`src/design/qdc_pkg.sv`:
```
// Package for the clamped x4 quadrature decoder.
// Holds field widths, command and register codes, the shared structs and the phase table.
// It has no dependencies.
`default_nettype none

package qdc_pkg;

    localparam int CMD_W        = 2;
    localparam int LOAD_W       = 14;
    localparam int COUNT_W      = 16;
    localparam int POS_W        = 14;
    localparam int SET_W        = 2;
    localparam int HIT_W        = 2;
    localparam int SET_COUNT_W  = 3;
    localparam int CFG_IDX_W    = 3;
    localparam int CFG_DATA_W   = 16;
    localparam int NUM_LIMITS   = 4;

    localparam int DEF_MAX_SETS       = 4;
    localparam int DEF_FILTER_SAMPLES = 4;

    localparam logic [SET_COUNT_W-1:0] SET_COUNT_RESET = 3'd1;
    localparam logic [COUNT_W-1:0]     LIMIT_RESET     = 16'd65532;
    localparam logic [1:0]             LAST_LIMIT      = 2'd3;

    typedef enum logic [CMD_W-1:0] {
        CMD_TICK = 2'd0,
        CMD_LOAD = 2'd1,
        CMD_NEXT = 2'd2
    } cmd_t;

    typedef enum logic [HIT_W-1:0] {
        HIT_NONE  = 2'd0,
        HIT_ZERO  = 2'd1,
        HIT_LIMIT = 2'd2
    } hit_t;

    typedef enum logic [1:0] {
        STEP_UP   = 2'd1,
        STEP_BAD  = 2'd2,
        STEP_DOWN = 2'd3
    } step_t;

    typedef enum logic [CFG_IDX_W-1:0] {
        REG_SET_COUNT    = 3'd0,
        REG_LIMIT_ZERO   = 3'd1,
        REG_LIMIT_ONE    = 3'd2,
        REG_LIMIT_TWO    = 3'd3,
        REG_LIMIT_THREE  = 3'd4,
        REG_COUNT_ENABLE = 3'd5
    } cfg_reg_t;

    typedef struct packed {
        logic [SET_COUNT_W-1:0]                 set_count;
        logic [NUM_LIMITS-1:0][COUNT_W-1:0]     limit;
        logic                                   count_enable;
    } cfg_t;

    typedef struct packed {
        logic [POS_W-1:0]   position;
        logic [COUNT_W-1:0] raw_count;
        logic [SET_W-1:0]   active_set;
        logic [HIT_W-1:0]   limit_hit;
    } result_t;

    // Position of a phase pair (A in bit 1) along the sequence 00, 10, 11, 01.
    function automatic logic [1:0] gray_pos(logic [1:0] ab);
        logic [1:0] pos;
        case (ab)
            2'b00:   pos = 2'd0;
            2'b10:   pos = 2'd1;
            2'b11:   pos = 2'd2;
            2'b01:   pos = 2'd3;
            default: pos = 2'd0;
        endcase
        return pos;
    endfunction

endpackage

`default_nettype wire

```
`src/design/qdc_in_if.sv`:
```
// Input channel of the quadrature decoder: valid, ready and one input item.
// Depends on qdc_pkg for the field widths.
`default_nettype none

interface qdc_in_if
    import qdc_pkg::*;
();
    logic              valid;
    logic              ready;
    logic [CMD_W-1:0]  command;
    logic              phase_a;
    logic              phase_b;
    logic [LOAD_W-1:0] load_value;

    modport source (output valid, output command, output phase_a, output phase_b,
                    output load_value, input ready);
    modport sink   (input valid, input command, input phase_a, input phase_b,
                    input load_value, output ready);
endinterface

`default_nettype wire

```
`src/design/qdc_out_if.sv`:
```
// Result channel of the quadrature decoder: valid, ready and one result item.
// Depends on qdc_pkg for the field widths.
`default_nettype none

interface qdc_out_if
    import qdc_pkg::*;
();
    logic               valid;
    logic               ready;
    logic [POS_W-1:0]   position;
    logic [COUNT_W-1:0] raw_count;
    logic [SET_W-1:0]   active_set;
    logic [HIT_W-1:0]   limit_hit;

    modport source (output valid, output position, output raw_count, output active_set,
                    output limit_hit, input ready);
    modport sink   (input valid, input position, input raw_count, input active_set,
                    input limit_hit, output ready);
endinterface

`default_nettype wire

```
`src/design/qdc_filter.sv`:
```
// Debounce filter for one encoder phase: a level is taken after enough equal samples.
// Depends on nothing but its parameter.
`default_nettype none

module qdc_filter #(
    parameter int FILTER_SAMPLES = 4
) (
    input  logic clk,
    input  logic rst_n,
    input  logic sample_en,
    input  logic sample,
    output logic level,
    output logic level_next
);
    localparam int HIST_W = (FILTER_SAMPLES > 1) ? FILTER_SAMPLES - 1 : 1;
    localparam bit USE_HIST = (FILTER_SAMPLES > 1);

    logic [HIST_W-1:0] hist_reg;
    logic [HIST_W-1:0] hist_next;
    logic              level_reg;
    logic              all_ones;
    logic              all_zero;

    assign all_ones  = !USE_HIST || (&hist_reg);
    assign all_zero  = !USE_HIST || (hist_reg == '0);
    assign hist_next = HIST_W'({hist_reg, sample});

    always_comb
    begin
        level_next = level_reg;
        if (sample && all_ones)
        begin
            level_next = 1'b1;
        end
        else if (!sample && all_zero)
        begin
            level_next = 1'b0;
        end
    end

    always_ff @(posedge clk or negedge rst_n)
    begin
        if (!rst_n)
        begin
            hist_reg  <= '0;
            level_reg <= 1'b0;
        end
        else if (sample_en)
        begin
            hist_reg  <= hist_next;
            level_reg <= level_next;
        end
    end

    assign level = level_reg;

endmodule

`default_nettype wire

```
`src/design/qdc_core.sv`:
```
// Decoder state and single-pass step logic: phase filters, set counts, clamping.
// Depends on qdc_pkg and qdc_filter.
`default_nettype none

module qdc_core
    import qdc_pkg::*;
#(
    parameter int MAX_SETS       = DEF_MAX_SETS,
    parameter int FILTER_SAMPLES = DEF_FILTER_SAMPLES
) (
    input  logic              clk,
    input  logic              rst_n,
    input  logic              accept,
    input  logic [CMD_W-1:0]  command,
    input  logic              phase_a,
    input  logic              phase_b,
    input  logic [LOAD_W-1:0] load_value,
    input  cfg_t              cfg,
    output result_t           res
);
    localparam int PTR_W = (MAX_SETS > 1) ? $clog2(MAX_SETS) : 1;
    localparam int CMP_W = PTR_W + 2;

    logic [COUNT_W-1:0] counts_reg [MAX_SETS];
    logic [COUNT_W-1:0] cur_reg;
    logic [COUNT_W-1:0] cur_next;
    logic [PTR_W-1:0]   ptr_reg;
    logic [PTR_W-1:0]   ptr_next;
    logic               tick;
    logic               a_level;
    logic               a_next;
    logic               b_level;
    logic               b_next;
    logic [1:0]         old_ab;
    logic [1:0]         now_ab;
    logic [1:0]         step;
    logic [1:0]         lim_idx;
    logic [COUNT_W-1:0] lim;
    logic [COUNT_W:0]   sum;
    logic [COUNT_W-1:0] load_cnt;
    logic [CMP_W-1:0]   sc_ext;
    logic [CMP_W-1:0]   n_sets;
    logic [CMP_W-1:0]   ptr_inc;
    logic               store_en;
    hit_t               hit;

    assign tick = accept && (command == CMD_TICK);

    qdc_filter #(.FILTER_SAMPLES(FILTER_SAMPLES)) u_filter_a (
        .clk        (clk),
        .rst_n      (rst_n),
        .sample_en  (tick),
        .sample     (phase_a),
        .level      (a_level),
        .level_next (a_next)
    );

    qdc_filter #(.FILTER_SAMPLES(FILTER_SAMPLES)) u_filter_b (
        .clk        (clk),
        .rst_n      (rst_n),
        .sample_en  (tick),
        .sample     (phase_b),
        .level      (b_level),
        .level_next (b_next)
    );

    assign old_ab   = {a_level, b_level};
    assign now_ab   = {a_next, b_next};
    assign step     = 2'(gray_pos(now_ab) - gray_pos(old_ab));
    assign lim_idx  = (CMP_W'(ptr_reg) < CMP_W'(LAST_LIMIT)) ? 2'(ptr_reg) : LAST_LIMIT;
    assign lim      = cfg.limit[lim_idx];
    assign load_cnt = {load_value, 2'b00};
    assign sc_ext   = CMP_W'(cfg.set_count);
    assign ptr_inc  = CMP_W'(ptr_reg) + CMP_W'(1);

    always_comb
    begin
        if (sc_ext == '0)
        begin
            n_sets = CMP_W'(1);
        end
        else if (sc_ext > CMP_W'(MAX_SETS))
        begin
            n_sets = CMP_W'(MAX_SETS);
        end
        else
        begin
            n_sets = sc_ext;
        end
    end

    always_comb
    begin
        cur_next = cur_reg;
        ptr_next = ptr_reg;
        hit      = HIT_NONE;
        store_en = 1'b0;
        sum      = {1'b0, cur_reg};
        case (command)
            CMD_TICK:
            begin
                if ((now_ab != old_ab) && cfg.count_enable)
                begin
                    case (step)
                        STEP_UP:
                        begin
                            sum = {1'b0, cur_reg} + 17'd1;
                        end
                        STEP_DOWN:
                        begin
                            if (cur_reg == '0)
                            begin
                                hit = HIT_ZERO;
                            end
                            else
                            begin
                                sum = {1'b0, cur_reg} - 17'd1;
                            end
                        end
                        default:
                        begin
                            sum = {1'b0, cur_reg};
                        end
                    endcase
                    if ((step != STEP_BAD) && (sum > {1'b0, lim}))
                    begin
                        cur_next = lim;
                        hit      = HIT_LIMIT;
                    end
                    else
                    begin
                        cur_next = sum[COUNT_W-1:0];
                    end
                    store_en = 1'b1;
                end
            end
            CMD_LOAD:
            begin
                if (load_cnt > lim)
                begin
                    cur_next = lim;
                    hit      = HIT_LIMIT;
                end
                else
                begin
                    cur_next = load_cnt;
                end
                store_en = 1'b1;
            end
            CMD_NEXT:
            begin
                if (ptr_inc >= n_sets)
                begin
                    ptr_next = '0;
                end
                else
                begin
                    ptr_next = ptr_inc[PTR_W-1:0];
                end
                cur_next = counts_reg[ptr_next];
            end
            default:
            begin
                cur_next = cur_reg;
            end
        endcase
    end

    always_ff @(posedge clk or negedge rst_n)
    begin
        if (!rst_n)
        begin
            cur_reg <= '0;
            ptr_reg <= '0;
            for (int i = 0; i < MAX_SETS; i++)
            begin
                counts_reg[i] <= '0;
            end
        end
        else if (accept)
        begin
            cur_reg <= cur_next;
            ptr_reg <= ptr_next;
            if (store_en)
            begin
                counts_reg[ptr_reg] <= cur_next;
            end
        end
    end

    assign res.position   = cur_next[COUNT_W-1:2];
    assign res.raw_count  = cur_next;
    assign res.active_set = SET_W'(ptr_next);
    assign res.limit_hit  = hit;

    // The active count is always mirrored in the stored count of its set.
    a_cur_mirrored: assert property (@(posedge clk) disable iff (!rst_n)
        cur_reg == counts_reg[ptr_reg])
        else $error("active count differs from stored count of active set");

    a_ptr_range: assert property (@(posedge clk) disable iff (!rst_n)
        CMP_W'(ptr_reg) < CMP_W'(MAX_SETS))
        else $error("set pointer beyond the number of sets");

    a_next_step: assert property (@(posedge clk) disable iff (!rst_n)
        accept && (command == CMD_NEXT) |=>
            (ptr_reg == '0) || (ptr_reg == PTR_W'($past(ptr_reg) + 1'b1)))
        else $error("next command moved the set pointer wrongly");

    a_limit_hit: assert property (@(posedge clk) disable iff (!rst_n)
        accept && (hit == HIT_LIMIT) |=> cur_reg == $past(lim))
        else $error("clamped count differs from the active limit");

    a_load_exact: assert property (@(posedge clk) disable iff (!rst_n)
        accept && (command == CMD_LOAD) && (hit == HIT_NONE) |=>
            cur_reg == {$past(load_value), 2'b00})
        else $error("load without clamp did not store position times four");

endmodule

`default_nettype wire

```
`src/design/quadrature_decoder_clamped_top.sv`:
```
// Clamped x4 quadrature decoder: one result item for each accepted input item.
// The result and its valid flag are registered at the edge that accepts the item.
// Throughput: one item per cycle unless stalled; step logic is one pass from state to result.
// A new item is taken whenever the result register is empty or is being emptied.
// Reset (rst_n, asynchronous, active low) clears filters, set counts and pointer at once,
// and loads the register defaults; items are accepted as soon as reset is released.
`default_nettype none

module quadrature_decoder_clamped_top
    import qdc_pkg::*;
#(
    parameter int MAX_SETS       = DEF_MAX_SETS,
    parameter int FILTER_SAMPLES = DEF_FILTER_SAMPLES
) (
    input  logic                  clk,
    input  logic                  rst_n,
    input  logic                  cfg_wr_en,
    input  logic [CFG_IDX_W-1:0]  cfg_index,
    input  logic [CFG_DATA_W-1:0] cfg_data,
    qdc_in_if.sink                phases,
    qdc_out_if.source             result
);
    cfg_t    cfg_reg;
    result_t res;
    result_t res_reg;
    logic    out_valid_reg;
    logic    accept;

    assign phases.ready = !out_valid_reg || result.ready;
    assign accept       = phases.valid && phases.ready;

    always_ff @(posedge clk or negedge rst_n)
    begin
        if (!rst_n)
        begin
            cfg_reg.set_count    <= SET_COUNT_RESET;
            cfg_reg.limit        <= {NUM_LIMITS{LIMIT_RESET}};
            cfg_reg.count_enable <= 1'b1;
        end
        else if (cfg_wr_en)
        begin
            case (cfg_index)
                REG_SET_COUNT:    cfg_reg.set_count    <= cfg_data[SET_COUNT_W-1:0];
                REG_LIMIT_ZERO:   cfg_reg.limit[0]     <= cfg_data[COUNT_W-1:0];
                REG_LIMIT_ONE:    cfg_reg.limit[1]     <= cfg_data[COUNT_W-1:0];
                REG_LIMIT_TWO:    cfg_reg.limit[2]     <= cfg_data[COUNT_W-1:0];
                REG_LIMIT_THREE:  cfg_reg.limit[3]     <= cfg_data[COUNT_W-1:0];
                REG_COUNT_ENABLE: cfg_reg.count_enable <= cfg_data[0];
                default:
                begin
                    cfg_reg.count_enable <= cfg_reg.count_enable;
                end
            endcase
        end
    end

    qdc_core #(
        .MAX_SETS       (MAX_SETS),
        .FILTER_SAMPLES (FILTER_SAMPLES)
    ) u_core (
        .clk        (clk),
        .rst_n      (rst_n),
        .accept     (accept),
        .command    (phases.command),
        .phase_a    (phases.phase_a),
        .phase_b    (phases.phase_b),
        .load_value (phases.load_value),
        .cfg        (cfg_reg),
        .res        (res)
    );

    always_ff @(posedge clk or negedge rst_n)
    begin
        if (!rst_n)
        begin
            out_valid_reg <= 1'b0;
        end
        else if (phases.ready)
        begin
            out_valid_reg <= phases.valid;
        end
    end

    always_ff @(posedge clk)
    begin
        if (accept)
        begin
            res_reg <= res;
        end
    end

    assign result.valid      = out_valid_reg;
    assign result.position   = res_reg.position;
    assign result.raw_count  = res_reg.raw_count;
    assign result.active_set = res_reg.active_set;
    assign result.limit_hit  = res_reg.limit_hit;

endmodule

`default_nettype wire

```
`src/flat_wrapper.sv`:
```
// flat-port wrapper written by rule: the top's interface ports become plain ports
module quadrature_decoder_clamped_top_flat import qdc_pkg::*;
#(
    parameter int MAX_SETS       = DEF_MAX_SETS,
    parameter int FILTER_SAMPLES = DEF_FILTER_SAMPLES
)
  (clk, rst_n, cfg_wr_en, cfg_index, cfg_data, phases_valid, phases_command, phases_phase_a, phases_phase_b, phases_load_value, phases_ready, result_valid, result_position, result_raw_count, result_active_set, result_limit_hit, result_ready);
  qdc_in_if phases_i ();
  qdc_out_if result_i ();
  input  logic clk;
  input  logic rst_n;
  input  logic cfg_wr_en;
  input  logic [CFG_IDX_W-1:0] cfg_index;
  input  logic [CFG_DATA_W-1:0] cfg_data;
  input wire logic [$bits(phases_i.valid)-1:0] phases_valid;
  input wire logic [$bits(phases_i.command)-1:0] phases_command;
  input wire logic [$bits(phases_i.phase_a)-1:0] phases_phase_a;
  input wire logic [$bits(phases_i.phase_b)-1:0] phases_phase_b;
  input wire logic [$bits(phases_i.load_value)-1:0] phases_load_value;
  output wire logic [$bits(phases_i.ready)-1:0] phases_ready;
  output wire logic [$bits(result_i.valid)-1:0] result_valid;
  output wire logic [$bits(result_i.position)-1:0] result_position;
  output wire logic [$bits(result_i.raw_count)-1:0] result_raw_count;
  output wire logic [$bits(result_i.active_set)-1:0] result_active_set;
  output wire logic [$bits(result_i.limit_hit)-1:0] result_limit_hit;
  input wire logic [$bits(result_i.ready)-1:0] result_ready;
  assign phases_i.valid = phases_valid;
  assign phases_i.command = phases_command;
  assign phases_i.phase_a = phases_phase_a;
  assign phases_i.phase_b = phases_phase_b;
  assign phases_i.load_value = phases_load_value;
  assign phases_ready = phases_i.ready;
  assign result_valid = result_i.valid;
  assign result_position = result_i.position;
  assign result_raw_count = result_i.raw_count;
  assign result_active_set = result_i.active_set;
  assign result_limit_hit = result_i.limit_hit;
  assign result_i.ready = result_ready;
  quadrature_decoder_clamped_top #(.MAX_SETS(MAX_SETS), .FILTER_SAMPLES(FILTER_SAMPLES)) u_core (.clk(clk), .rst_n(rst_n), .cfg_wr_en(cfg_wr_en), .cfg_index(cfg_index), .cfg_data(cfg_data), .phases(phases_i), .result(result_i));
endmodule
```
`config.mk`:
```
export PLATFORM = sky130hd
export DESIGN_NAME = quadrature_decoder_clamped_top_flat
export DESIGN_NICKNAME = d
export VERILOG_FILES = /design/src/design/qdc_pkg.sv /design/src/design/qdc_in_if.sv /design/src/design/qdc_out_if.sv /design/src/design/qdc_filter.sv /design/src/design/qdc_core.sv /design/src/design/quadrature_decoder_clamped_top.sv /design/src/flat_wrapper.sv
export SDC_FILE = /design/constraint.sdc
export NUM_CORES = 1
export LEC_CHECK = 0
export ABC_AREA = 1
export CAP_MARGIN = 40
export CORE_MARGIN = 8
export CORE_UTILIZATION = 50
export DETAILED_ROUTE_END_ITERATION = 10
export DONT_BUFFER_PORTS = 1
export GPL_ROUTABILITY_DRIVEN = 0
export GPL_TIMING_DRIVEN = 0
export PLACE_DENSITY = 0.69
export SLEW_MARGIN = 20
export SYNTH_ARGS = -nofsm -noshare
export SYNTH_HDL_FRONTEND = slang
export SYNTH_HIERARCHICAL = 1
export SYNTH_SLANG_ARGS = --single-unit
```
`constraint.sdc`:
```
create_clock -name clk -period 12.5 [get_ports clk]
set_input_delay 0.625 -clock clk [delete_from_list [all_inputs] [get_ports clk]]
set_output_delay 0.625 -clock clk [all_outputs]
set_load 0.03 [all_outputs]
```
==> out/qor.txt <==
status -> completed
drt pass-1 iters -> 5
worst path required time -> 12.72 ns
unrepaired setup endpoints after global routing -> false
chip width -> 172.0 um
Worst Reg-to-Reg Cells -> 33
CP Capture Type -> flop
clk sinks -> 193
CP max stage delay -> 0.39 ns
Seq cells post-synth -> 193
nets -> 1695
Starting DRT DRC Count -> 1165
Worst VDD drop -> 0.0001192 V
reg2reg start -> u_core/u_core/u_filter_b/hist_reg[2]
critical path peak fanout -> 10
DR DRC count -> 0
Worst R2R Setup Slack -> 7.42 ns
first-pass GRT wire length -> 54390 um
vias per cell -> 5.491
final worst slack -> 7.421 ns
Yosys warnings -> 6
Critical Path Most Common Cell -> nand2_1
fillers -> 2309
Syn Std Cell Area -> 0.01216 sq mm
period utilization -> 0.4063
H-tree levels -> 4
syn nets -> 1669
final setup vio count -> 0
Netlist cell types -> 52
CP Class -> reg2reg
Sum Neg Setup Slack -> 0 ns
total wire length -> 34380 um
Critical Path AT -> 5.29 ns
start point of the critical path -> u_core/u_core/u_filter_b/hist_reg[2]
slew of the pin with the lowest slew margin -> 0.7977 ns
r2r endpoint -> u_core/result.position[12]
clock skew -> 0.01752 ns
initial core utilization -> 0.5046
number of top-level pins -> 78
Max Transition Viols Final -> 0
Lkg Pwr -> 6.616 nW
DP Worst Slack -> 7.348 ns
cts bufs inserted -> 17
antenna viol nets, final -> 0
Fin. Hold Viols -> 0
MaxCap Viol Count -> 0
GR Util All Layers -> 0.2346
clock root cell -> clkbuf_16
Total Power -> 3.819 mW
CTS tree -> built
CP Capture Point -> u_core/result.position[12]
EDFF count, synth -> 34
ys async rst share -> 0.8238
vias in the first global route -> 9938
ys flop type -> dfrtp_1
final instance area -> 0.01333 sq mm
largest net degree at the start of global routing -> 102
die area -> 0.02958 sq mm
Cells after DPL -> 1905
row cnt -> 57
routed vias -> 10680
synth-to-layout area growth -> 9.555%
CP startpoint kind -> flop
clk_lat worst skew -> 0.45 ns
Max Buffers Root-to-Sink -> 2
number of flip-flops in the largest register -> 68
Avg WL per Cell -> 17.69 um
initial antenna violation count -> 0
Max Freq -> 0.1969 GHz
worst hold path class -> in2async
gr ovfl total -> 0
Seq/Total Area, Yosys -> 0.4170
Placed Area -> 0.01261 sq mm
CP max stage cell -> clkbuf_1
Post-Layout Cell Count -> 1944
clock slew seen by the registers of the worst setup and hold paths -> 0.09 ns
Post-Syn Area per Cell -> 7.699 sq um
fraction of layout cells with a size suffix above 1 -> 0.1600
IO buf count -> 0
Core Area -> 0.02411 sq mm
die height -> 172.0 um
Final HPWL DP -> 25170 um
clock period minus worst slack -> 5.079 ns
PwrDens -> 286.6 mW/mm^2
Cells after Synth -> 1580
Rel. slew slack -> 0.4662
==> layer usage <==
layer,global-route usage,up-vias,wire length [um]
met2,0.3721,460,15810
met1,0.3201,5051,15220
met5,0,-,0
met3,0.05000,54,2601
met4,0.06447,0,753
li1,-,5110,-
==> cells in the final DEF, fill, tap and decap left out, drive strengths merged, types with 4 or more instances in the layout <==
| cell | n |
|---|---|
| clkbuf | 35 |
| o21ai | 64 |
| nand2 | 668 |
| dfrtp | 101 |
| dfstp | 58 |
| o22ai | 19 |
| edfxtp | 34 |
| nor2 | 94 |
| nor3 | 6 |
| clkinv | 11 |
| nand3 | 132 |
| nand4 | 14 |
| buf | 67 |
| xor2 | 19 |
| o211ai | 4 |
| dlygate4sd3 | 6 |
| a22oi | 15 |
| ha | 47 |
| inv | 141 |
| a21oi | 68 |
==> report_power, final <==
part	switching [mW]	total (mW)	leakage [nW]	internal, mW
clock network	0.304	0.586	0.307	0.282
logic	1.47	2.20	4.03	0.731
registers	0.162	1.03	2.28	0.868
==> logic make-up (layout without fill, tap and decap cells) <==
family,count (synthesis),count (layout),synth area share
fa+ha+maj,47,47,0.04834
buf+inv,222,261,0.09525
xor+xnor,19,19,0.01430
simple gates,916,916,0.3394
flops,193,193,0.4170
other cells,0,1,0
compound gates,183,183,0.08568
==> synthesized netlist by cell type, types with 10 or more instances <==
master | instances | share of area
a21oi_1 | 68 | 0.028
a22oi_1 | 15 | 0.0093
buf_2 | 24 | 0.0099
buf_4 | 27 | 0.017
dfrtp_1 | 101 | 0.21
dfstp_2 | 58 | 0.13
edfxtp_1 | 34 | 0.084
ha_1 | 47 | 0.048
inv_1 | 125 | 0.039
nand2_1 | 634 | 0.20
nand2_2 | 27 | 0.014
nand3_1 | 106 | 0.044
nand3_2 | 16 | 0.013
nand3_4 | 10 | 0.014
nand4_1 | 12 | 0.0062
nor2_1 | 77 | 0.024
o21ai_0 | 56 | 0.023
o22ai_1 | 19 | 0.0098
xor2_1 | 18 | 0.013
==> worst max-delay path: cells and delay by family (launching register included) <==
family / cells / cell delay, ns
AOI/OAI and AO/OA: 2 / 0.25
adders and majority gates: 3 / 0.87
buffers and inverters: 9 / 1.50
DFF: 1 / 0.38
and+or+nand+nor: 19 / 1.84
==> what timing repair did <==
action | in CTS | in global routing
resized for setup | 0 | 0
setup buffers | 0 | 0
endpoints found under the hold margin | 101 | 2
hold buffers | 2 | 4
==> final cells by class <==
cell class	count	area [sq um]	area share
diodes	1	2.502	0.0001878
plain buffers	85	635.6	0.04770
clock buffers	17	425.4	0.03192
clock inverters	15	212.7	0.01596
inverters	137	523.0	0.03925
multi-input cells	1165	5944	0.4461
flip-flops and latches	193	5072	0.3806
well taps	324	405.4	0.03042
repair buffers	7	105.1	0.007887
==> metrics by stage <==
stage | util | hold WS, ns
final | 0.5528 | 0.02342
after global routing | 0.5527 | 0.0008519
after CTS | 0.5511 | 0.001216
after detailed placement | 0.5230 | 0.3360
after global placement | 0.5214 | 0.3368
after floorplan | - | 0.3294
==> worst min-delay path by stage <==
| stage | end | slack [ns] | cells past startpoint |
|---|---|---|---|
| CTS | u_core/cfg_reg[27] | 0.001 | 0 |
| global route | u_core/cfg_reg[26] | 0.0009 | 0 |
| detailed placement | u_core/u_core/u_filter_a/hist_reg[0] | 0.34 | 0 |
| finish | u_core/cfg_reg[26] | 0.02 | 0 |
| floorplan | u_core/cfg_reg[17] | 0.33 | 0 |
| global placement | u_core/u_core/u_filter_a/hist_reg[0] | 0.34 | 0 |
No activity file was read; power rests on OpenSTA's default activity.
